**config.mk**
```make
export PLATFORM = sky130hd
export DESIGN_NAME = voa_cell
export DESIGN_NICKNAME = d
export VERILOG_FILES = /design/src/sv/voa_pkg.sv /design/src/sv/voa_cell.sv
export SDC_FILE = /design/constraint.sdc
export NUM_CORES = 1
export LEC_CHECK = 0
export BUFFER_PORTS_ARGS = -buffer_cell sky130_fd_sc_hd__buf_2
export CAP_MARGIN = 30
export CORE_ASPECT_RATIO = 1.75
export CORE_UTILIZATION = 40
export DETAILED_ROUTE_END_ITERATION = 10
export HOLD_SLACK_MARGIN = 0.03
export PLACE_DENSITY = 0.68
export SYNTH_ARGS = -nofsm -noshare
export SYNTH_HDL_FRONTEND = slang
export SYNTH_SLANG_ARGS = --single-unit
```
**constraint.sdc**
```tcl
create_clock -name i_clk -period 3.2 [get_ports i_clk]
set_input_delay 0.64 -clock i_clk [delete_from_list [all_inputs] [get_ports i_clk]]
set_output_delay 0.64 -clock i_clk [all_outputs]
set_load 0.02 [all_outputs]
```
**src/sv/voa_pkg.sv**
```systemverilog
// Shared types, angle constants and the arctangent table for the vector angle core.
// No dependencies; every other source file depends on this package.
package voa_pkg;

    // Angle accumulator: degrees with 16 fractional bits, signed.
    localparam int ZW       = 26;
    localparam int ANGLE_W  = 16;
    localparam int SECT_W   = 3;
    localparam int ATAN_LEN = 24;

    localparam logic signed [ZW-1:0] DEG90_Q16  = 26'sd5898240;
    localparam logic signed [ZW-1:0] DEG180_Q16 = 26'sd11796480;
    localparam logic signed [ZW-1:0] HALF_LSB   = 26'sd128;

    localparam logic [ANGLE_W-1:0] ANGLE_MAX_Q8 = 16'd46080;
    localparam logic [ANGLE_W-1:0] SECT1_Q8     = 16'd5760;
    localparam logic [ANGLE_W-1:0] SECT2_Q8     = 16'd17280;
    localparam logic [ANGLE_W-1:0] SECT3_Q8     = 16'd28800;
    localparam logic [ANGLE_W-1:0] SECT4_Q8     = 16'd40320;

    // Sector codes
    localparam logic [SECT_W-1:0] SEC_NEAR      = 3'd0;
    localparam logic [SECT_W-1:0] SEC_ACUTE     = 3'd1;
    localparam logic [SECT_W-1:0] SEC_RIGHT     = 3'd2;
    localparam logic [SECT_W-1:0] SEC_OBTUSE    = 3'd3;
    localparam logic [SECT_W-1:0] SEC_OPPOSITE  = 3'd4;

    // Control that travels with each request down the pipeline.
    typedef struct packed {
        logic valid;
        logic degen;
    } t_ctl;

    // atan(2^-idx) in degrees, 16 fractional bits.
    function automatic logic signed [ZW-1:0] atan_q16(input int idx);
        logic signed [ZW-1:0] v;
        case (idx)
            0:       v = 26'sd2949120;
            1:       v = 26'sd1740967;
            2:       v = 26'sd919879;
            3:       v = 26'sd466945;
            4:       v = 26'sd234379;
            5:       v = 26'sd117304;
            6:       v = 26'sd58666;
            7:       v = 26'sd29335;
            8:       v = 26'sd14668;
            9:       v = 26'sd7334;
            10:      v = 26'sd3667;
            11:      v = 26'sd1833;
            12:      v = 26'sd917;
            13:      v = 26'sd458;
            14:      v = 26'sd229;
            15:      v = 26'sd115;
            16:      v = 26'sd57;
            17:      v = 26'sd29;
            18:      v = 26'sd14;
            19:      v = 26'sd7;
            20:      v = 26'sd4;
            21:      v = 26'sd2;
            22:      v = 26'sd1;
            default: v = 26'sd0;
        endcase
        return v;
    endfunction

endpackage

```
**src/sv/voa_cell.sv**
```systemverilog
// One CORDIC vectoring iteration with its own register stage.
// Depends on voa_pkg for the arctangent table and control struct.
module voa_cell #(
    parameter int XW   = 27,
    parameter int STEP = 0
) (
    input  logic                           i_clk,
    input  logic                           i_rst_n,
    input  logic                           i_en,
    input  voa_pkg::t_ctl                  i_ctl,
    input  logic signed [XW-1:0]           i_x,
    input  logic signed [XW-1:0]           i_y,
    input  logic signed [voa_pkg::ZW-1:0]  i_z,
    output voa_pkg::t_ctl                  o_ctl,
    output logic signed [XW-1:0]           o_x,
    output logic signed [XW-1:0]           o_y,
    output logic signed [voa_pkg::ZW-1:0]  o_z
);
    import voa_pkg::*;

    localparam logic signed [ZW-1:0] ATAN_STEP = atan_q16(STEP);

    t_ctl                 r_ctl;
    logic signed [XW-1:0] r_x, r_y, n_x, n_y, w_xs, w_ys;
    logic signed [ZW-1:0] r_z, n_z;

    always_comb begin
        w_xs = i_x >>> STEP;
        w_ys = i_y >>> STEP;
        // Rotate toward the x axis: direction follows the sign of y
        if (!i_y[XW-1]) begin
            n_x = i_x + w_ys;
            n_y = i_y - w_xs;
            n_z = i_z + ATAN_STEP;
        end else begin
            n_x = i_x - w_ys;
            n_y = i_y + w_xs;
            n_z = i_z - ATAN_STEP;
        end
    end

    always_ff @(posedge i_clk) begin
        if (!i_rst_n) begin
            r_ctl <= '0;
        end else if (i_en) begin
            r_ctl <= i_ctl;
        end
    end

    always_ff @(posedge i_clk) begin
        if (i_en) begin
            r_x <= n_x;
            r_y <= n_y;
            r_z <= n_z;
        end
    end

    assign o_ctl = r_ctl;
    assign o_x   = r_x;
    assign o_y   = r_y;
    assign o_z   = r_z;

endmodule

```
==> impl_metrics.csv <==
group,metric,value,unit
clocking,cts.htree.levels,3,
setup_path,critPathKind,"in2reg",
detailed_routing,drc,0,
setup_path,r2r_end,"o_ctl[0]",
timing,worst_pin_slew,662,ps
clocking,tritoncts,"built",
placement,gp_congestion,0.951,
floorplan,die_x,105,µm
setup_path,cp_data_required_time,3290,ps
pwr,leakagePower,4.18,nW
global_route,grt_pass1_vias,7040,
yosys,yosysUniqueCellTypes,85,
yosys,ys_ff_latch,81,
run_status,outcome,"complete, no violations",
final_layout,fin_util,0.513,
detailed_routing,drt_iter0_drc,309,
global_route,grt_util_all_layers,0.253,
detailed_routing,vias,6865,
global_route,grt_overflow,0,
setup_path,crit_start,"i_x[0]",
final_layout,n_antenna_cell,0,
setup_path,cp_max_fo,3,
yosys,synthesis.nets,971,
clocking,cts.sinks,81,
detailed_routing,wl_per_cell,19.0,µm
yosys,synth_compound_area_frac,0.253,
yosys,synth.most_common_cell,"a21oi_1",
yosys,syn_area,7410,µm²
timing,fin_crit_sh,0.927,
placement,portBuffers,166,
yosys,synth_edf_count,79,
setup_path,r2r_slack,2590,ps
timing,rsz0062_at_grt,"no",
placement,place_area,8960,µm²
detailed_routing,drt_pass1_iterations,5,
setup_path,worstSetupEndpointType,"flop",
final_layout,fin_cells,1256,
final_layout,design_area,9270,µm²
yosys,yosysTopAreaCellShare,0.320,
clocking,clockBufferDepth,2,
timing,final-max-slew-violation-count,0,
timing,skew,0,ps
timing,hold_ws,459,ps
clocking,clkLatencyLatePin,350,ps
yosys,yosys.area_share.simple,0.116,
pwr,ir_worst_vdd,0.243,mV
floorplan,die_h,182,µm
timing,period_needed,2970,ps
floorplan,die-area,19100,µm²
pwr,power_density,451,nW/µm²
placement,hpwl,19300,µm
clocking,holdBufCountCts,0,
setup_path,arrival,3050,ps
clocking,ctsResizeCount,0,
min_path,hold_class,"in2reg",
timing,slew_headroom,0.559,
floorplan,num_rows,65,
timing,hold_viol_final,0,
timing,fmax,337,MHz
setup_path,r2r-start,"o_ctl[0]",
setup_path,crit_end,"o_x[26]",
floorplan,fp.coreArea,18100,µm²
final_layout,area_growth_syn_to_layout,25.0,%
yosys,synth_top_family_by_area,"compound AO/OA/AOI/OAI gates",
placement,dp.cells,1240,
clocking,path_clk_slew,70,ps
yosys,synth_ff_type,"edfxtp_1",
detailed_routing,ant_nets,0,
yosys,async_flop_share,0,
final_layout,layout-drive-gt1-share,0.300,
yosys,synth_xor_area_frac,0.0697,
flow_run,maxCapViolCount,0,
floorplan,start_util,0.411,
setup_path,rr_worst_depth,2,
yosys,ys_top_cells_by_area,"edfxtp_1 (32%), ha_1 (15%), a21oi_1 (6.0%)",
clocking,cts-buffers-inserted,9,
yosys,syn_avg_cell_area,9.31,µm²
min_path,hold_start,"i_z[15]",
global_route,grt_max_degree,44,
timing,finalSetupTns,0,ps
yosys,synthCells,796,
floorplan,io_pins,167,
timing,setup_violations,0,
setup_path,startpoint_type,"input port",
yosys,synthAdderAreaFrac,0.156,
yosys,ys_top_cells_by_count,"a21oi_1 (89), ha_1 (86), inv_1 (81)",
yosys,seq_area_frac_synth,0.325,
clocking,cts-root-buf,"clkbuf_16",
global_route,antenna_found_initial,0,
yosys,synth.area.mux_share,0.0108,
global_route,grt_pass1_wl,36600,µm
yosys,yosysWarnings,0,
detailed_routing,viasPerCell,5.47,
final_layout,fin_nets,1192,
clocking,cts_setup_buffers,0,
detailed_routing,drt-total-wl,23800,µm
yosys,yosysTopAreaCell,"edfxtp_1",
-- cells in the final DEF (no fill, tap or decap), drive strengths merged, types with 4 or more instances in the layout --
cell type | netlist | routed
o21bai | 13 | 13
mux2i | 8 | 8
o21a | 7 | 7
o31a | 4 | 4
o311ai | 5 | 5
nand4 | 13 | 13
nor2 | 55 | 55
nand2 | 33 | 33
inv | 85 | 89
xnor2 | 47 | 47
a211oi | 8 | 8
a31oi | 10 | 10
clkbuf | 14 | 9
nor4 | 10 | 10
edfxtp | 79 | 79
a21o | 18 | 18
fa | 4 | 4
nor3 | 15 | 15
xor2 | 12 | 12
buf | 21 | 245
nand2b | 10 | 10
or3 | 4 | 4
nor2b | 11 | 11
ha | 86 | 86
o21ai | 49 | 49
a21oi | 100 | 100
nand3 | 12 | 12
o31ai | 12 | 12
-- layer usage --
metal	GRT usage	vias to the layer above	share of wire
met5	0	-	0
li1	-	3309	-
met4	0.192	0	0.075
met1	0.234	3180	0.32
met2	0.490	285	0.55
met3	0.0339	91	0.047
-- cell families (layout without fill, tap and decap cells) --
kind of cell	count (synthesis)	after routing
buffers and inverters	122	348
adder cells (fa/ha/maj)	90	90
AND/OR/NAND/NOR	170	170
AO/OA/AOI/OAI	266	266
multiplexers	8	8
XOR/XNOR	59	59
flip-flops	81	81
-- worst max-delay path: stages --
cell      delay [ps]
buf_2            120
inv_1             60
ha_1             180
fa_1             270
nor2b_4           60
o31a_4           290
nor4_1           460
o41ai_2          180
a211oi_1         340
o32a_2           220
o41ai_2           80
xor2_1           160
-- cell type report --
| class | instances | area [µm²] |
|---|---|---|
| Clock inverter | 7 | 82.6 |
| Timing Repair Buffer | 245 | 1440 |
| Tap cell | 234 | 293 |
| Multi-Input combinational cell | 593 | 4490 |
| Clock buffer | 9 | 225 |
| Sequential cell | 81 | 2410 |
| Inverter | 87 | 327 |
| Fill cell | 1777 | 8790 |
-- stage by stage --
stage | setup slack [ps] | total power, mW
CTS | 281 | 4.19
global route | 139 | 4.37
global placement | -57.0 | 3.06
finish | 235 | 4.18
detailed placement | -87.6 | 3.07
floorplan | 167 | 2.45
-- worst min path at each step --
stage	endpoint	depth (start not counted)	slack [ps]
after floorplan	o_ctl[0]	2	590
after global placement	o_ctl[1]	2	490
after detailed placement	o_ctl[1]	2	500
after CTS	o_z[4]	1	460
after global routing	o_z[8]	1	450
final	o_z[15]	1	460
-- flip-flops by register name, summed over array words and instances, names as in the netlist --
name,cells
o_y,27
o_x,26
o_z,26
o_ctl,2
-- power by group --
| part | switching, mW | internal (mW) | total [mW] | leakage (nW) |
|---|---|---|---|---|
| sequential | 0.0405 | 1.37 | 1.41 | 0.790 |
| clock | 0.493 | 0.619 | 1.11 | 0.145 |
| combinational | 1.01 | 0.641 | 1.65 | 3.24 |
| total | 1.55 | 2.63 | 4.18 | 4.18 |
No activity file was read; power rests on OpenSTA's default activity.
