--- config.mk ---
export PLATFORM = sky130hd
export DESIGN_NAME = voa_prep
export DESIGN_NICKNAME = d
export VERILOG_FILES = /design/src/sv/voa_pkg.sv /design/src/sv/voa_prep.sv
export SDC_FILE = /design/constraint.sdc
export NUM_CORES = 2
export LEC_CHECK = 0
export BUFFER_PORTS_ARGS = -buffer_cell sky130_fd_sc_hd__buf_2
export CORE_ASPECT_RATIO = 1.4
export CORE_MARGIN = 2
export CORE_UTILIZATION = 40
export CTS_CLUSTER_SIZE = 28
export DETAILED_ROUTE_END_ITERATION = 10
export PLACE_DENSITY = 0.54
export SLEW_MARGIN = 20
export SYNTH_ARGS = -nofsm -noshare
export SYNTH_HDL_FRONTEND = slang
export SYNTH_SLANG_ARGS = --single-unit
--- constraint.sdc ---
create_clock -name i_clk -period 10.6 [get_ports i_clk]
set_input_delay 2.12 -clock i_clk [delete_from_list [all_inputs] [get_ports i_clk]]
set_output_delay 2.12 -clock i_clk [all_outputs]
set_load 0.05 [all_outputs]
--- src/sv/voa_pkg.sv ---
// Shared types, angle constants and the arctangent table for the vector angle core.
// No dependencies; every other source file depends on this package.
package voa_pkg;

    // Angle accumulator: degrees with 16 fractional bits, signed.
    localparam int ZW       = 26;
    localparam int ANGLE_W  = 16;
    localparam int SECT_W   = 3;
    localparam int ATAN_LEN = 24;

    localparam logic signed [ZW-1:0] DEG90_Q16  = 26'sd5898240;
    localparam logic signed [ZW-1:0] DEG180_Q16 = 26'sd11796480;
    localparam logic signed [ZW-1:0] HALF_LSB   = 26'sd128;

    localparam logic [ANGLE_W-1:0] ANGLE_MAX_Q8 = 16'd46080;
    localparam logic [ANGLE_W-1:0] SECT1_Q8     = 16'd5760;
    localparam logic [ANGLE_W-1:0] SECT2_Q8     = 16'd17280;
    localparam logic [ANGLE_W-1:0] SECT3_Q8     = 16'd28800;
    localparam logic [ANGLE_W-1:0] SECT4_Q8     = 16'd40320;

    // Sector codes
    localparam logic [SECT_W-1:0] SEC_NEAR      = 3'd0;
    localparam logic [SECT_W-1:0] SEC_ACUTE     = 3'd1;
    localparam logic [SECT_W-1:0] SEC_RIGHT     = 3'd2;
    localparam logic [SECT_W-1:0] SEC_OBTUSE    = 3'd3;
    localparam logic [SECT_W-1:0] SEC_OPPOSITE  = 3'd4;

    // Control that travels with each request down the pipeline.
    typedef struct packed {
        logic valid;
        logic degen;
    } t_ctl;

    // atan(2^-idx) in degrees, 16 fractional bits.
    function automatic logic signed [ZW-1:0] atan_q16(input int idx);
        logic signed [ZW-1:0] v;
        case (idx)
            0:       v = 26'sd2949120;
            1:       v = 26'sd1740967;
            2:       v = 26'sd919879;
            3:       v = 26'sd466945;
            4:       v = 26'sd234379;
            5:       v = 26'sd117304;
            6:       v = 26'sd58666;
            7:       v = 26'sd29335;
            8:       v = 26'sd14668;
            9:       v = 26'sd7334;
            10:      v = 26'sd3667;
            11:      v = 26'sd1833;
            12:      v = 26'sd917;
            13:      v = 26'sd458;
            14:      v = 26'sd229;
            15:      v = 26'sd115;
            16:      v = 26'sd57;
            17:      v = 26'sd29;
            18:      v = 26'sd14;
            19:      v = 26'sd7;
            20:      v = 26'sd4;
            21:      v = 26'sd2;
            22:      v = 26'sd1;
            default: v = 26'sd0;
        endcase
        return v;
    endfunction

endpackage

--- src/sv/voa_prep.sv ---
// Front end: products, dot and cross, then the start vector for the CORDIC chain.
// Two register stages. Depends on voa_pkg.
module voa_prep #(
    parameter int COORD_BITS = 12
) (
    input  logic                            i_clk,
    input  logic                            i_rst_n,
    input  logic                            i_en,
    input  logic                            i_valid,
    input  logic signed [COORD_BITS-1:0]    i_sx,
    input  logic signed [COORD_BITS-1:0]    i_sy,
    input  logic signed [COORD_BITS-1:0]    i_ex,
    input  logic signed [COORD_BITS-1:0]    i_ey,
    output voa_pkg::t_ctl                   o_ctl,
    output logic signed [2*COORD_BITS+2:0]  o_x,
    output logic signed [2*COORD_BITS+2:0]  o_y,
    output logic signed [voa_pkg::ZW-1:0]   o_z
);
    import voa_pkg::*;

    localparam int PW = 2 * COORD_BITS;
    localparam int DW = 2 * COORD_BITS + 1;
    localparam int XW = 2 * COORD_BITS + 3;

    t_ctl                  r_ctl_a, n_ctl_a;
    logic signed [PW-1:0]  r_sxex, r_syey, r_sxey, r_syex;
    t_ctl                  r_ctl_b;
    logic signed [XW-1:0]  r_x, r_y, n_x, n_y;
    logic signed [ZW-1:0]  r_z, n_z;
    logic signed [DW-1:0]  w_dot, w_cross, w_abs;

    always_comb begin
        n_ctl_a.valid = i_valid;
        n_ctl_a.degen = ((i_sx == '0) && (i_sy == '0)) || ((i_ex == '0) && (i_ey == '0));
    end

    always_ff @(posedge i_clk) begin
        if (!i_rst_n) begin
            r_ctl_a <= '0;
            r_ctl_b <= '0;
        end else if (i_en) begin
            r_ctl_a <= n_ctl_a;
            r_ctl_b <= r_ctl_a;
        end
    end

    always_ff @(posedge i_clk) begin
        if (i_en) begin
            r_sxex <= i_sx * i_ex;
            r_syey <= i_sy * i_ey;
            r_sxey <= i_sx * i_ey;
            r_syex <= i_sy * i_ex;
            r_x    <= n_x;
            r_y    <= n_y;
            r_z    <= n_z;
        end
    end

    always_comb begin
        w_dot   = DW'(r_sxex) + DW'(r_syey);
        w_cross = DW'(r_sxey) - DW'(r_syex);
        w_abs   = w_cross[DW-1] ? -w_cross : w_cross;
        // Turn a obtuse pair by 90 degrees so the chain starts in the right half plane
        if (w_dot[DW-1]) begin
            n_x = XW'(w_abs);
            n_y = -XW'(w_dot);
            n_z = DEG90_Q16;
        end else begin
            n_x = XW'(w_dot);
            n_y = XW'(w_abs);
            n_z = '0;
        end
    end

    assign o_ctl = r_ctl_b;
    assign o_x   = r_x;
    assign o_y   = r_y;
    assign o_z   = r_z;

endmodule

==> impl_results.html <==
<table>
<tr><th>Metric</th><th>Value</th></tr>
<tr><th colspan="2">Status</th></tr>
<tr><td>Outcome</td><td>complete, no violations</td></tr>
<tr><th colspan="2">Global routing</th></tr>
<tr><td>Aggregate global routing overflow</td><td>0</td></tr>
<tr><td>Number of antenna violations at the first check in global routing</td><td>8</td></tr>
<tr><td>Number of global-route vias before repair</td><td>23200</td></tr>
<tr><td>Global-route total usage across every layer</td><td>0.218</td></tr>
<tr><td>Wire length of the first global-routing pass</td><td>130000 um</td></tr>
<tr><td>Largest net degree at the start of global routing</td><td>91</td></tr>
<tr><th colspan="2">Critical path</th></tr>
<tr><td>Worst path required time</td><td>10840 ps</td></tr>
<tr><td>Register-to-Register Setup Slack</td><td>5810 ps</td></tr>
<tr><td>Path type of the worst setup path</td><td>primary input to flip-flop</td></tr>
<tr><td>Highest net fanout along the worst path</td><td>25</td></tr>
<tr><td>Crit end category</td><td>flip-flop</td></tr>
<tr><td>Arrival @ worst endpoint</td><td>8450 ps</td></tr>
<tr><td>Type of element launching the critical path</td><td>primary input</td></tr>
<tr><th colspan="2">Synth</th></tr>
<tr><td>Share of synthesized cell area in full adder, half adder and majority cells</td><td>0.467</td></tr>
<tr><td>Most frequent cell after synthesis</td><td>inv_1</td></tr>
<tr><td>Share of the synthesized area in the top cell type</td><td>0.363</td></tr>
<tr><td>Synthesis Warnings</td><td>0</td></tr>
<tr><td>Top_reg_cell synth</td><td>edfxtp_1</td></tr>
<tr><td>Combined area of all synthesized cells</td><td>30500 um^2</td></tr>
<tr><td>Share of the synthesized area in compound gates (AO/OA/AOI/OAI)</td><td>0.0750</td></tr>
<tr><td>Multiplexer share of the synthesized area</td><td>0.00689</td></tr>
<tr><td>Cells taking the most area after synthesis</td><td>fa_1, edfxtp_1, ha_1, inv_1, nand2_1</td></tr>
<tr><td>Yosys reg bits</td><td>153</td></tr>
<tr><td>Share of synthesized cell area in and, or, nand and nor gates</td><td>0.145</td></tr>
<tr><td>Most numerous cell types in the synthesized netlist</td><td>inv_1, fa_1, nand2_1</td></tr>
<tr><td>Number of flops mapped to enable cells by yosys</td><td>149</td></tr>
<tr><td>Cells after synthesis</td><td>3277</td></tr>
<tr><td>Main combinational cell family by area after synthesis</td><td>adder cells</td></tr>
<tr><td>Number of distinct library cells after synthesis</td><td>82</td></tr>
<tr><td>Leading area contributor after synthesis</td><td>fa_1</td></tr>
<tr><td>Share of the yosys chip area belonging to registers</td><td>0.149</td></tr>
<tr><td>Fraction of synthesized cell area in xor and xnor cells</td><td>0.0470</td></tr>
<tr><td>Post-synthesis async set-or-reset flop share</td><td>0</td></tr>
<tr><td>Syn Area/Cell</td><td>9.32 um^2</td></tr>
<tr><th colspan="2">Placement</th></tr>
<tr><td>Half-perimeter wire length of the detailed placement result</td><td>66100 um</td></tr>
<tr><td>Global placement routability congestion</td><td>0.858</td></tr>
<tr><td>Post-placement worst setup slack</td><td>1970 ps</td></tr>
<tr><td>Count of input and output buffers</td><td>111</td></tr>
<tr><th colspan="2">Timing</th></tr>
<tr><td># setup viols final</td><td>0</td></tr>
<tr><td>Final worst setup slack</td><td>2380 ps</td></tr>
<tr><td>Final critical delay including setup and external delays</td><td>8220 ps</td></tr>
<tr><td>Final hold vios</td><td>0</td></tr>
<tr><td>Maximum achievable frequency</td><td>122 MHz</td></tr>
<tr><td>Largest clock skew in the final design</td><td>24.4 ps</td></tr>
<tr><td>Final max-slew violation count</td><td>0</td></tr>
<tr><td>Fraction of the cycle the final worst path needs</td><td>0.775</td></tr>
<tr><td>Worst slew margin relative to its limit</td><td>0.299</td></tr>
<tr><td>Slew of the pin with the lowest slew margin</td><td>1020 ps</td></tr>
<tr><td>Setup TNS Final</td><td>0 ps</td></tr>
<tr><td>Unrepaired setup endpoints after global routing</td><td>no</td></tr>
<tr><th colspan="2">Drt</th></tr>
<tr><td>Routed via count</td><td>21800</td></tr>
<tr><td>Final wirelength</td><td>81700 um</td></tr>
<tr><td>Pre-antenna DRT Iters</td><td>5</td></tr>
<tr><td>Routed len/inst</td><td>19.1 um</td></tr>
<tr><td>DRC violation total after the first TritonRoute iteration</td><td>969</td></tr>
<tr><td>Post-DRT Antenna Nets</td><td>0</td></tr>
<tr><td>DRC violation count after routing</td><td>0</td></tr>
<tr><td>Routed via count divided by cell count</td><td>5.10</td></tr>
<tr><th colspan="2">Clocking</th></tr>
<tr><td>Cts hold-fix bufs</td><td>0</td></tr>
<tr><td>Clock sink count</td><td>153</td></tr>
<tr><td>Post-CTS sizing</td><td>0</td></tr>
<tr><td>Clock transition time at the flip-flop clock pins of the worst setup and hold paths</td><td>80 ps</td></tr>
<tr><td>Number of buffers created by CTS</td><td>17</td></tr>
<tr><td>Setup Buffers After CTS</td><td>0</td></tr>
<tr><td>Clock tree from TritonCTS</td><td>yes</td></tr>
<tr><td>Clock root buffer master</td><td>clkbuf_16</td></tr>
<tr><td>Source-to-sink clock delay at the later pin of the worst-skew pair</td><td>480 ps</td></tr>
<tr><td>Clock Path Buffers</td><td>2</td></tr>
<tr><td>Number of H-tree branching levels</td><td>4</td></tr>
<tr><th colspan="2">Die</th></tr>
<tr><td>Number of rows in the core area</td><td>119</td></tr>
<tr><td>Boundary pin count</td><td>134</td></tr>
<tr><td>Effective utilization at floorplan</td><td>0.405</td></tr>
<tr><td>Vert. Die Dim</td><td>331 um</td></tr>
<tr><td>DIE AREA</td><td>78600 um^2</td></tr>
<tr><td>Floorplan Core Area</td><td>75300 um^2</td></tr>
<tr><td>Die boundary width</td><td>237 um</td></tr>
<tr><th colspan="2">Cells and area</th></tr>
<tr><td>Final Net Count</td><td>4144</td></tr>
<tr><td>Share of post-route cells with drive strength above 1</td><td>0.0561</td></tr>
<tr><td>Area growth from synthesis to layout</td><td>5.93%</td></tr>
<tr><th colspan="2">Min path</th></tr>
<tr><td>Path class of the lowest-slack min-delay path</td><td>flip-flop to flip-flop</td></tr>
<tr><th colspan="2">Flow run</th></tr>
<tr><td>Count of maximum capacitance violations</td><td>0</td></tr>
</table>
==> area by class of cell <==
type | instances | area (um^2)
clock buffers | 20 | 437
well taps | 968 | 1210
inverters | 701 | 2630
multi-input cells | 2292 | 22700
clock inverters | 12 | 151
fillers | 7541 | 43000
repair buffers | 119 | 622
diodes | 2 | 5.00
flip-flops and latches | 153 | 4550
==> layer usage <==
| layer | share of wire | track usage |
|---|---|---|
| met1 | 0.39 | 0.256 |
| met4 | 0.034 | 0.0748 |
| met3 | 0.035 | 0.0226 |
| met2 | 0.54 | 0.413 |
| met5 | 0.00069 | 0 |
==> worst max-delay path: stages <==
cell,delay (ps)
buf_2,510
nand2_1,170
fa_1,580
inv_1,50
ha_1,310
fa_1,510
inv_1,50
fa_1,480
fa_1,480
inv_1,40
ha_1,310
nor2b_1,140
o21ai_0,110
a21boi_0,440
o21ai_0,260
a2111oi_0,930
o311ai_0,340
a21boi_0,220
o21ai_0,120
a21oi_1,170
xnor2_1,90
==> placed cells by master (no fill, tap or decap), drive strengths merged, types with 9 or more instances in the layout <==
| master | netlist | routed |
|---|---|---|
| inv | 700 | 700 |
| fa | 554 | 554 |
| nand2 | 432 | 432 |
| ha | 254 | 254 |
| and2 | 174 | 174 |
| edfxtp | 149 | 149 |
| nor2 | 142 | 142 |
| xnor2 | 121 | 121 |
| buf | 41 | 119 |
| a21oi | 104 | 104 |
| o21ai | 64 | 64 |
| xor2 | 42 | 42 |
| nor3 | 37 | 37 |
| a21o | 30 | 30 |
| nand3 | 28 | 28 |
| nand2b | 24 | 24 |
| nor2b | 23 | 23 |
| conb | 1 | 22 |
| mux2i | 21 | 21 |
| a211oi | 20 | 20 |
| clkbuf | 111 | 20 |
| o21a | 17 | 17 |
| nor4 | 17 | 17 |
| or3 | 14 | 14 |
| o211ai | 12 | 12 |
| or2 | 11 | 11 |
| o31ai | 10 | 10 |
| nand4 | 10 | 10 |
| and3 | 9 | 9 |
| nand3b | 9 | 9 |
| a21boi | 9 | 9 |
==> final timing paths <==
| check | startpoint | to | cells past startpoint |
|---|---|---|---|
| min | o_ctl[1] | o_ctl[1] | 2 |
| min reg2reg | o_ctl[1] | o_ctl[1] | 2 |
| max | i_sy[7] | r_syey[23] | 21 |
| max reg2reg | r_sxex[0] | o_x[17] | 15 |
==> flip-flops by register name (all words and copies together) (netlist names), 2 cells and up <==
name     flops
r_ctl_a      2
o_x         25
o_y         27
r_sxex      24
r_sxey      24
r_syey      24
o_ctl        2
r_syex      24
==> cells by family (layout without fill, tap and decap cells) <==
group,Yosys count,count (layout)
multiplexers,21,21
flip-flops,153,153
buffers and inverters,853,852
AND/OR/NAND/NOR,940,940
adder cells (fa/ha/maj),808,808
other,1,24
AO/OA/AOI/OAI,338,338
XOR/XNOR,163,163
==> metrics by stage <==
stage          hold slack [ps]  cell area (um^2)  std cells   util
2_1_floorplan              481             30600       3298      -
3_3_place_gp               494             31700       4233  0.421
3_5_place_dp               500             31700       4233  0.421
4_1_cts                    518             32300       4265  0.429
5_1_grt                    536             32300       4266  0.429
6_report                   515             32300       4267  0.429
Power is left out: the tool's default activity adds up to more than one toggle a clock period on the data nets, which glitch-free logic cannot reach.
