`config.mk`:
```
export PLATFORM = sky130hd
export DESIGN_NAME = voa_post
export DESIGN_NICKNAME = d
export VERILOG_FILES = /design/src/sv/voa_pkg.sv /design/src/sv/voa_post.sv
export SDC_FILE = /design/constraint.sdc
export NUM_CORES = 1
export LEC_CHECK = 0
export BUFFER_PORTS_ARGS = -buffer_cell sky130_fd_sc_hd__buf_2
export CAP_MARGIN = 20
export CORE_ASPECT_RATIO = 1.25
export CORE_MARGIN = 2
export CORE_UTILIZATION = 49
export CTS_CLUSTER_SIZE = 12
export DETAILED_ROUTE_END_ITERATION = 8
export GPL_ROUTABILITY_DRIVEN = 0
export PLACE_DENSITY = 0.79
export REMOVE_ABC_BUFFERS = 1
export SKIP_LAST_GASP = 1
export SYNTH_ARGS = -nofsm -noshare
export SYNTH_HDL_FRONTEND = slang
export SYNTH_SLANG_ARGS = --single-unit
export TNS_END_PERCENT = 20
```
`constraint.sdc`:
```
create_clock -name i_clk -period 3.6 [get_ports i_clk]
set_input_delay 0.18 -clock i_clk [delete_from_list [all_inputs] [get_ports i_clk]]
set_output_delay 0.18 -clock i_clk [all_outputs]
set_load 0.1 [all_outputs]
```
`src/sv/voa_pkg.sv`:
```
// Shared types, angle constants and the arctangent table for the vector angle core.
// No dependencies; every other source file depends on this package.
package voa_pkg;

    // Angle accumulator: degrees with 16 fractional bits, signed.
    localparam int ZW       = 26;
    localparam int ANGLE_W  = 16;
    localparam int SECT_W   = 3;
    localparam int ATAN_LEN = 24;

    localparam logic signed [ZW-1:0] DEG90_Q16  = 26'sd5898240;
    localparam logic signed [ZW-1:0] DEG180_Q16 = 26'sd11796480;
    localparam logic signed [ZW-1:0] HALF_LSB   = 26'sd128;

    localparam logic [ANGLE_W-1:0] ANGLE_MAX_Q8 = 16'd46080;
    localparam logic [ANGLE_W-1:0] SECT1_Q8     = 16'd5760;
    localparam logic [ANGLE_W-1:0] SECT2_Q8     = 16'd17280;
    localparam logic [ANGLE_W-1:0] SECT3_Q8     = 16'd28800;
    localparam logic [ANGLE_W-1:0] SECT4_Q8     = 16'd40320;

    // Sector codes
    localparam logic [SECT_W-1:0] SEC_NEAR      = 3'd0;
    localparam logic [SECT_W-1:0] SEC_ACUTE     = 3'd1;
    localparam logic [SECT_W-1:0] SEC_RIGHT     = 3'd2;
    localparam logic [SECT_W-1:0] SEC_OBTUSE    = 3'd3;
    localparam logic [SECT_W-1:0] SEC_OPPOSITE  = 3'd4;

    // Control that travels with each request down the pipeline.
    typedef struct packed {
        logic valid;
        logic degen;
    } t_ctl;

    // atan(2^-idx) in degrees, 16 fractional bits.
    function automatic logic signed [ZW-1:0] atan_q16(input int idx);
        logic signed [ZW-1:0] v;
        case (idx)
            0:       v = 26'sd2949120;
            1:       v = 26'sd1740967;
            2:       v = 26'sd919879;
            3:       v = 26'sd466945;
            4:       v = 26'sd234379;
            5:       v = 26'sd117304;
            6:       v = 26'sd58666;
            7:       v = 26'sd29335;
            8:       v = 26'sd14668;
            9:       v = 26'sd7334;
            10:      v = 26'sd3667;
            11:      v = 26'sd1833;
            12:      v = 26'sd917;
            13:      v = 26'sd458;
            14:      v = 26'sd229;
            15:      v = 26'sd115;
            16:      v = 26'sd57;
            17:      v = 26'sd29;
            18:      v = 26'sd14;
            19:      v = 26'sd7;
            20:      v = 26'sd4;
            21:      v = 26'sd2;
            22:      v = 26'sd1;
            default: v = 26'sd0;
        endcase
        return v;
    endfunction

endpackage

```
`src/sv/voa_post.sv`:
```
// Output stage: clamp, round to Q8.8, sector bands, result register.
// Depends on voa_pkg.
module voa_post (
    input  logic                           i_clk,
    input  logic                           i_rst_n,
    input  logic                           i_en,
    input  voa_pkg::t_ctl                  i_ctl,
    input  logic signed [voa_pkg::ZW-1:0]  i_z,
    output logic                           o_valid,
    output logic [voa_pkg::ANGLE_W-1:0]    o_angle,
    output logic [voa_pkg::SECT_W-1:0]     o_sector,
    output logic                           o_degen
);
    import voa_pkg::*;

    logic                 r_valid;
    logic [ANGLE_W-1:0]   r_angle, n_angle;
    logic [SECT_W-1:0]    r_sector, n_sector;
    logic                 r_degen;
    logic signed [ZW-1:0] w_zc, w_rnd;

    always_comb begin
        if (i_z[ZW-1]) begin
            w_zc = '0;
        end else if (i_z > DEG180_Q16) begin
            w_zc = DEG180_Q16;
        end else begin
            w_zc = i_z;
        end
        w_rnd   = w_zc + HALF_LSB;
        n_angle = w_rnd[ANGLE_W+7:8];

        if (n_angle < SECT1_Q8) begin
            n_sector = SEC_NEAR;
        end else if (n_angle < SECT2_Q8) begin
            n_sector = SEC_ACUTE;
        end else if (n_angle < SECT3_Q8) begin
            n_sector = SEC_RIGHT;
        end else if (n_angle < SECT4_Q8) begin
            n_sector = SEC_OBTUSE;
        end else begin
            n_sector = SEC_OPPOSITE;
        end

        // Zero-length vector: drop the angle and the sector
        if (i_ctl.degen) begin
            n_angle  = '0;
            n_sector = SEC_NEAR;
        end
    end

    always_ff @(posedge i_clk) begin
        if (!i_rst_n) begin
            r_valid <= 1'b0;
        end else if (i_en) begin
            r_valid <= i_ctl.valid;
        end
    end

    always_ff @(posedge i_clk) begin
        if (i_en) begin
            r_angle  <= n_angle;
            r_sector <= n_sector;
            r_degen  <= i_ctl.degen;
        end
    end

    assign o_valid  = r_valid;
    assign o_angle  = r_angle;
    assign o_sector = r_sector;
    assign o_degen  = r_degen;

endmodule

```
==> results.yml, run 1 <==
timing:
  fmaxAchievable_ghz: 0.325
  period_share_pct: 85.4
  hold_viol_final: 0
  min_period_ns: 3.07
  clock_skew_ns: 0
  setup_viol_count_final: 0
  report.final.slew_viol_count: 0
  rsz0062_at_grt: "no"
  worstMarginPinSlew_ns: 0.488
  setup_tns_ns: 0
  slew_headroom_pct: 67.7
synthesis:
  yosysWarnings: 0
  synth_cell_types: 45
  async_flop_share_pct: 0
  syn-mean-instance-area_um2: 9.84
  ys_seq_area_share_pct: 42.6
  syn_area_mm2: 0.00146
  ys.flop_type: "edfxtp_1"
  synth_edf_count: 20
  synth-seq-cells: 21
  syn_inst: 148
critical_path:
  cp-end-kind: "flip-flop"
  critPathLaunchType: "input port"
  cp.arrival_ns: 3.12
  crit_required_ns: 3.65
  crit_type: "in -> reg"
  crit_fanout: 6
cts:
  postCtsHoldBufs: 0
  numCtsBuffers: 3
  cts.repair.resized: 0
  clock_path_buffers: 2
  post_cts_buffers: 0
  cts_tree: "yes"
  cts_root_buf: "clkbuf_4"
  h-tree-depth: 1
  path_clk_slew_ns: 0.10
  clock_latency_ns: 0.28
  cts_sinks: 21
power_and_ir_drop:
  seq_power_share_pct: 46.2
  power_switching_uw: 249
  switching_share_pct: 39.9
  ir_drop_mv: 0.210
  combPwrFrac_pct: 37.3
  powerDensity_mw_per_mm2: 355
  p_int_uw: 376
  p_clk_share_pct: 16.5
  leakagePower_nw: 0.674
route:
  vias: 1326
  drtPass1Iterations: 4
  drt_iter0_drc: 49
  viasPerCell: 5.67
  drc: 0
  ant_nets: 0
  wl_per_cell_um: 13.5
  routed_wl_um: 3160
final_layout:
  nFillCells: 266
  stdcell_count: 234
  nNetsFinal: 231
  drive_gt1_share_pct: 34.8
  design_area_mm2: 0.00176
  fin_util_pct: 61.0
  diodes: 0
  area_growth_pct: 21.0
floorplanning:
  coreArea_mm2: 0.00289
  boundaryPins: 52
  num_rows: 22
  start_util_pct: 50.4
  die_x_um: 52.8
  die_y_um: 65.0
  die-area_mm2: 0.00343
global_route:
  grt_pass1_wl_um: 5050
  grt_pass1_vias: 1169
  grt_max_degree: 22
  grtUsageTotal_pct: 19.4
  grt_overflow: 0
  antenna_found_initial: 0
placed_design:
  dp_hpwl_um: 2540
  portBuffers: 51
  placed_cells: 230
  placed_area_mm2: 0.00174
job:
  cap_violations: 0
status:
  status: "finished clean"
min_path:
  min_path_type: "in -> reg"
## power by group through the flow
| stage | Combinational (mW) | Clock, mW | Sequential (mW) |
|---|---|---|---|
| 6_report | 0.233 | 0.103 | 0.289 |
| 5_1_grt | 0.245 | 0.115 | 0.290 |
| 4_1_cts | 0.233 | 0.107 | 0.289 |
| 3_5_place_dp | 0.233 | 0 | 0.295 |
| 3_3_place_gp | 0.230 | 0 | 0.294 |
| 2_1_floorplan | 0.0449 | 0 | 0.421 |
## synth_stat cells (2+ instances only)
library cell | instances | area, um2
nor2b_1 | 3 | 18.8
nand2_1 | 7 | 26.3
nand4b_1 | 3 | 26.3
nand4_1 | 3 | 18.8
o22ai_1 | 2 | 12.5
nand3_2 | 2 | 20.0
and2_1 | 2 | 12.5
o21ai_0 | 5 | 25.0
or3_1 | 2 | 12.5
inv_1 | 5 | 18.8
a31oi_1 | 2 | 12.5
nor2_1 | 23 | 86.3
xnor2_1 | 10 | 87.6
edfxtp_1 | 20 | 601
nand3_1 | 3 | 15.0
buf_2 | 5 | 25.0
a31o_1 | 2 | 17.5
xor2_1 | 3 | 26.3
nor3_1 | 4 | 20.0
nor4_1 | 3 | 18.8
and3_1 | 5 | 31.3
a21oi_1 | 8 | 40.0
nor4_2 | 3 | 37.5
o211ai_1 | 2 | 15.0
## critical path, cell delays in order
cell,delay (ns)
buf_2,0.14
nor4_1,0.28
nand4_1,0.13
o41ai_2,0.44
and3_1,0.21
ha_1,0.17
nand4_1,0.23
nor4_2,0.32
xnor2_1,0.26
o21ai_0,0.15
o311a_1,0.39
a31o_1,0.22
## cells in the final DEF (no fill, tap or decap), types with 3 or more instances in the layout
| cell type | n |
|---|---|
| a21oi_1 | 8 |
| and3_1 | 5 |
| buf_2 | 51 |
| clkbuf_4 | 3 |
| edfxtp_1 | 20 |
| inv_1 | 5 |
| nand2_1 | 7 |
| nand3_1 | 3 |
| nand4_1 | 3 |
| nand4b_1 | 3 |
| nor2_1 | 23 |
| nor2b_1 | 3 |
| nor3_1 | 4 |
| nor4_1 | 3 |
| nor4_2 | 3 |
| o21ai_0 | 5 |
| xnor2_1 | 10 |
| xor2_1 | 3 |
## final cells by class
cell class                      count  area [um2]  share of cell area, %
Clock buffer                        4        26.3                   1.49
Inverter                            5        18.8                   1.07
Multi-Input combinational cell    115         781                   44.3
Sequential cell                    21         621                   35.2
Tap cell                           36        45.0                   2.56
Timing Repair Buffer               53         270                   15.3
## worst paths after layout
| check | start | to | slack, ns | cells after the start |
|---|---|---|---|---|
| hold reg to reg | o_valid | o_valid | 0.52 | 2 |
| hold / removal | i_rst_n | o_valid | 0.1 | 2 |
| setup / recovery | i_z[10] | o_sector[1] | 0.53 | 12 |
| setup reg to reg | o_valid | o_valid | 3.01 | 2 |
## cells by family (layout without fill, tap and decap cells)
family | after synthesis | count (layout) | share of synthesized area, %
DFF | 21 | 21 | 42.6
AOI/OAI and AO/OA | 30 | 30 | 14.9
adders and majority gates | 1 | 1 | 0.859
buffers and inverters | 12 | 62 | 3.78
xor gates and xnor gates | 13 | 13 | 7.82
and+or+nand+nor | 70 | 70 | 29.3
muxes | 1 | 1 | 0.687
## state kept, by name (all words and copies together), names as in the netlist
| register | count |
|---|---|
| o_angle | 16 |
| o_valid | 1 |
| o_sector | 3 |
| o_degen | 1 |
## per-stage QoR
step,power [mW],hold slack [ns],setup WS (ns)
floorplan,0.466,0.279,0.178
global placement,0.523,0.390,0.409
detailed placement,0.528,0.399,0.210
CTS,0.629,0.0894,0.521
global route,0.650,0.0901,0.296
finish,0.625,0.0969,0.526
## routing by layer
layer / global-route usage, % / vias to the layer above / part of all wire [%]
met2: 33.9 / 60 / 52
met1: 23.9 / 603 / 39
met5: 0 / - / 0
li1: - / 656 / -
met4: 8.01 / 0 / 2.4
met3: 1.61 / 7 / 6.2
Power figures use the tool's default switching activity.
==> inputs of run 2 (changes only) <==
--- a/config.mk
+++ b/config.mk
@@ -5,15 +5,15 @@
 export SDC_FILE = /design/constraint.sdc
 export NUM_CORES = 1
 export LEC_CHECK = 0
-export BUFFER_PORTS_ARGS = -buffer_cell sky130_fd_sc_hd__buf_2
 export CAP_MARGIN = 20
 export CORE_ASPECT_RATIO = 1.25
 export CORE_MARGIN = 2
-export CORE_UTILIZATION = 49
+export CORE_UTILIZATION = 60
 export CTS_CLUSTER_SIZE = 12
 export DETAILED_ROUTE_END_ITERATION = 8
+export DONT_BUFFER_PORTS = 1
 export GPL_ROUTABILITY_DRIVEN = 0
-export PLACE_DENSITY = 0.79
+export PLACE_DENSITY = 0.76
 export REMOVE_ABC_BUFFERS = 1
 export SKIP_LAST_GASP = 1
 export SYNTH_ARGS = -nofsm -noshare
==> results.yml, run 2 (synthesized netlist as in run 1, its figures left out) <==
status:
  status: "finished clean"
timing:
  holdWs_ns: 0.0622
  hold_viol_final: 0
  min_period_ns: 3.02
  rsz0062_at_grt: "no"
  worstMarginPinSlew_ns: 0.958
  setup_viol_count_final: 0
  clock_skew_ns: 0
  period_share_pct: 83.9
  slew_headroom_pct: 36.1
  fmaxAchievable_ghz: 0.331
  setup_tns_ns: 0
  report.final.slew_viol_count: 0
critical_path:
  cp_cell_sequence: "nor4_1 -> nand4_1 -> o41ai_2 -> and3_1 -> ha_1 -> nand4_1 -> nor4_2 -> xnor2_1 -> o21ai_0 -> o311a_1 -> a31o_1"
  critPathTopFamily: "compound AO/OA/AOI/OAI gates"
  cp-end-kind: "flip-flop"
  slowest_delay_ns: 0.41
  crit_type: "in -> reg"
  critPathBufInv: 0
  crit_required_ns: 3.65
  cpMaxStageDelayCell: "o41ai_2"
  crit_fanout: 7
  cp.arrival_ns: 3.07
  critPathLaunchType: "input port"
  cp_common_cell: "nand4_1"
route:
  viasPerCell: 6.32
  drt_iter0_drc: 48
  vias: 1138
  ant_nets: 0
  wl_per_cell_um: 15.9
  drtPass1Iterations: 4
  drc: 0
  routed_wl_um: 2860
global_route:
  grt_max_degree: 21
  antenna_found_initial: 0
  grt_pass1_vias: 1045
  grt_pass1_wl_um: 4620
  grt_overflow: 0
  grtUsageTotal_pct: 22.8
floorplanning:
  die_x_um: 48.1
  boundaryPins: 52
  die_y_um: 59.1
  die-area_mm2: 0.00284
  num_rows: 19
  coreArea_mm2: 0.00226
  start_util_pct: 64.5
power_and_ir_drop:
  switching_share_pct: 38.4
  p_int_uw: 358
  seq_power_share_pct: 71.7
  power_switching_uw: 223
  ir_drop_mv: 0.207
  combPwrFrac_pct: 10.6
  powerDensity_mw_per_mm2: 381
  leakagePower_nw: 0.479
  p_clk_share_pct: 17.6
placed_design:
  portBuffers: 0
  dp_hpwl_um: 2230
  placed_area_mm2: 0.00147
final_layout:
  seq_area_um2: 621
  drive_gt1_share_pct: 11.4
  nFillCells: 182
  largest_reg_flops: 16
  design_area_mm2: 0.00152
  nNetsFinal: 182
  final_cell_mix: "nor2_1 (23), edfxtp_1 (20), xnor2_1 (10)"
  layout_commonest_cell: "nor2_1"
  diodes: 0
  area_growth_pct: 4.55
  multiInputGateArea_um2: 781
cts:
  numCtsBuffers: 3
  path_clk_slew_ns: 0.10
  cts_tree: "yes"
  clock_latency_ns: 0.29
  cts_root_buf: "clkbuf_4"
  h-tree-depth: 1
  clock_path_buffers: 2
  cts_sinks: 21
job:
  cap_violations: 0
min_path:
  min_path_type: "in -> reg"
==> run 2: area by class of cell <==
type | count | area share (%)
multi-input cells | 115 | 51.3
flip-flops and latches | 21 | 40.8
well taps | 31 | 2.55
repair buffers | 4 | 2.47
clock buffers | 4 | 1.73
inverters | 5 | 1.23
==> run 2: routing by layer <==
layer / up-vias / share of wire, % / track usage, %
met5: - / 0 / 0
met4: 0 / 0.94 / 10.4
met3: 2 / 7.3 / 3.05
met2: 61 / 50 / 35.6
met1: 516 / 41 / 30.3
li1: 559 / - / -
==> run 2: metrics by stage <==
step                cells  worst slack [ns]  utilization, %  power [mW]
floorplan             141             0.178               -       0.466
detailed placement    173             0.262            64.9       0.477
finish                180             0.578            67.4       0.581
global placement      173             0.431            64.9       0.476
CTS                   179             0.587            67.0       0.585
global route          180             0.308            67.4       0.607
==> run 2: path summary, 6_finish.rpt <==
kind	start	to	depth (start not counted)	slack, ns
max	i_z[10]	o_sector[1]	11	0.58
min	i_ctl[1]	o_valid	2	0.06
max reg2reg	o_valid	o_valid	2	2.29
min reg2reg	o_valid	o_valid	2	1.02
==> run 2: power by group through the flow <==
| stage | clock [mW] | sequential (mW) | combinational [mW] |
|---|---|---|---|
| 3_3_place_gp | 0 | 0.422 | 0.0539 |
| 4_1_cts | 0.107 | 0.417 | 0.0607 |
| 5_1_grt | 0.119 | 0.419 | 0.0687 |
| 6_report | 0.102 | 0.416 | 0.0617 |
| 2_1_floorplan | 0 | 0.421 | 0.0449 |
| 3_5_place_dp | 0 | 0.422 | 0.0548 |
==> run 2: worst register-to-register path: cells and delay by family (launching register included) <==
kind	cells	cell delay (ns)
flip-flops	1	0.97
multiplexers	1	0.15
AND/OR/NAND/NOR	1	0.13
==> run 2: what timing repair did <==
action | 4_1_cts | 5_1_grt
setup buffers | 0 | 0
endpoints found under the setup margin | 0 | 0
hold endpoints to repair | 21 | 1
hold buffers | 2 | 1
resized for setup | 0 | 0
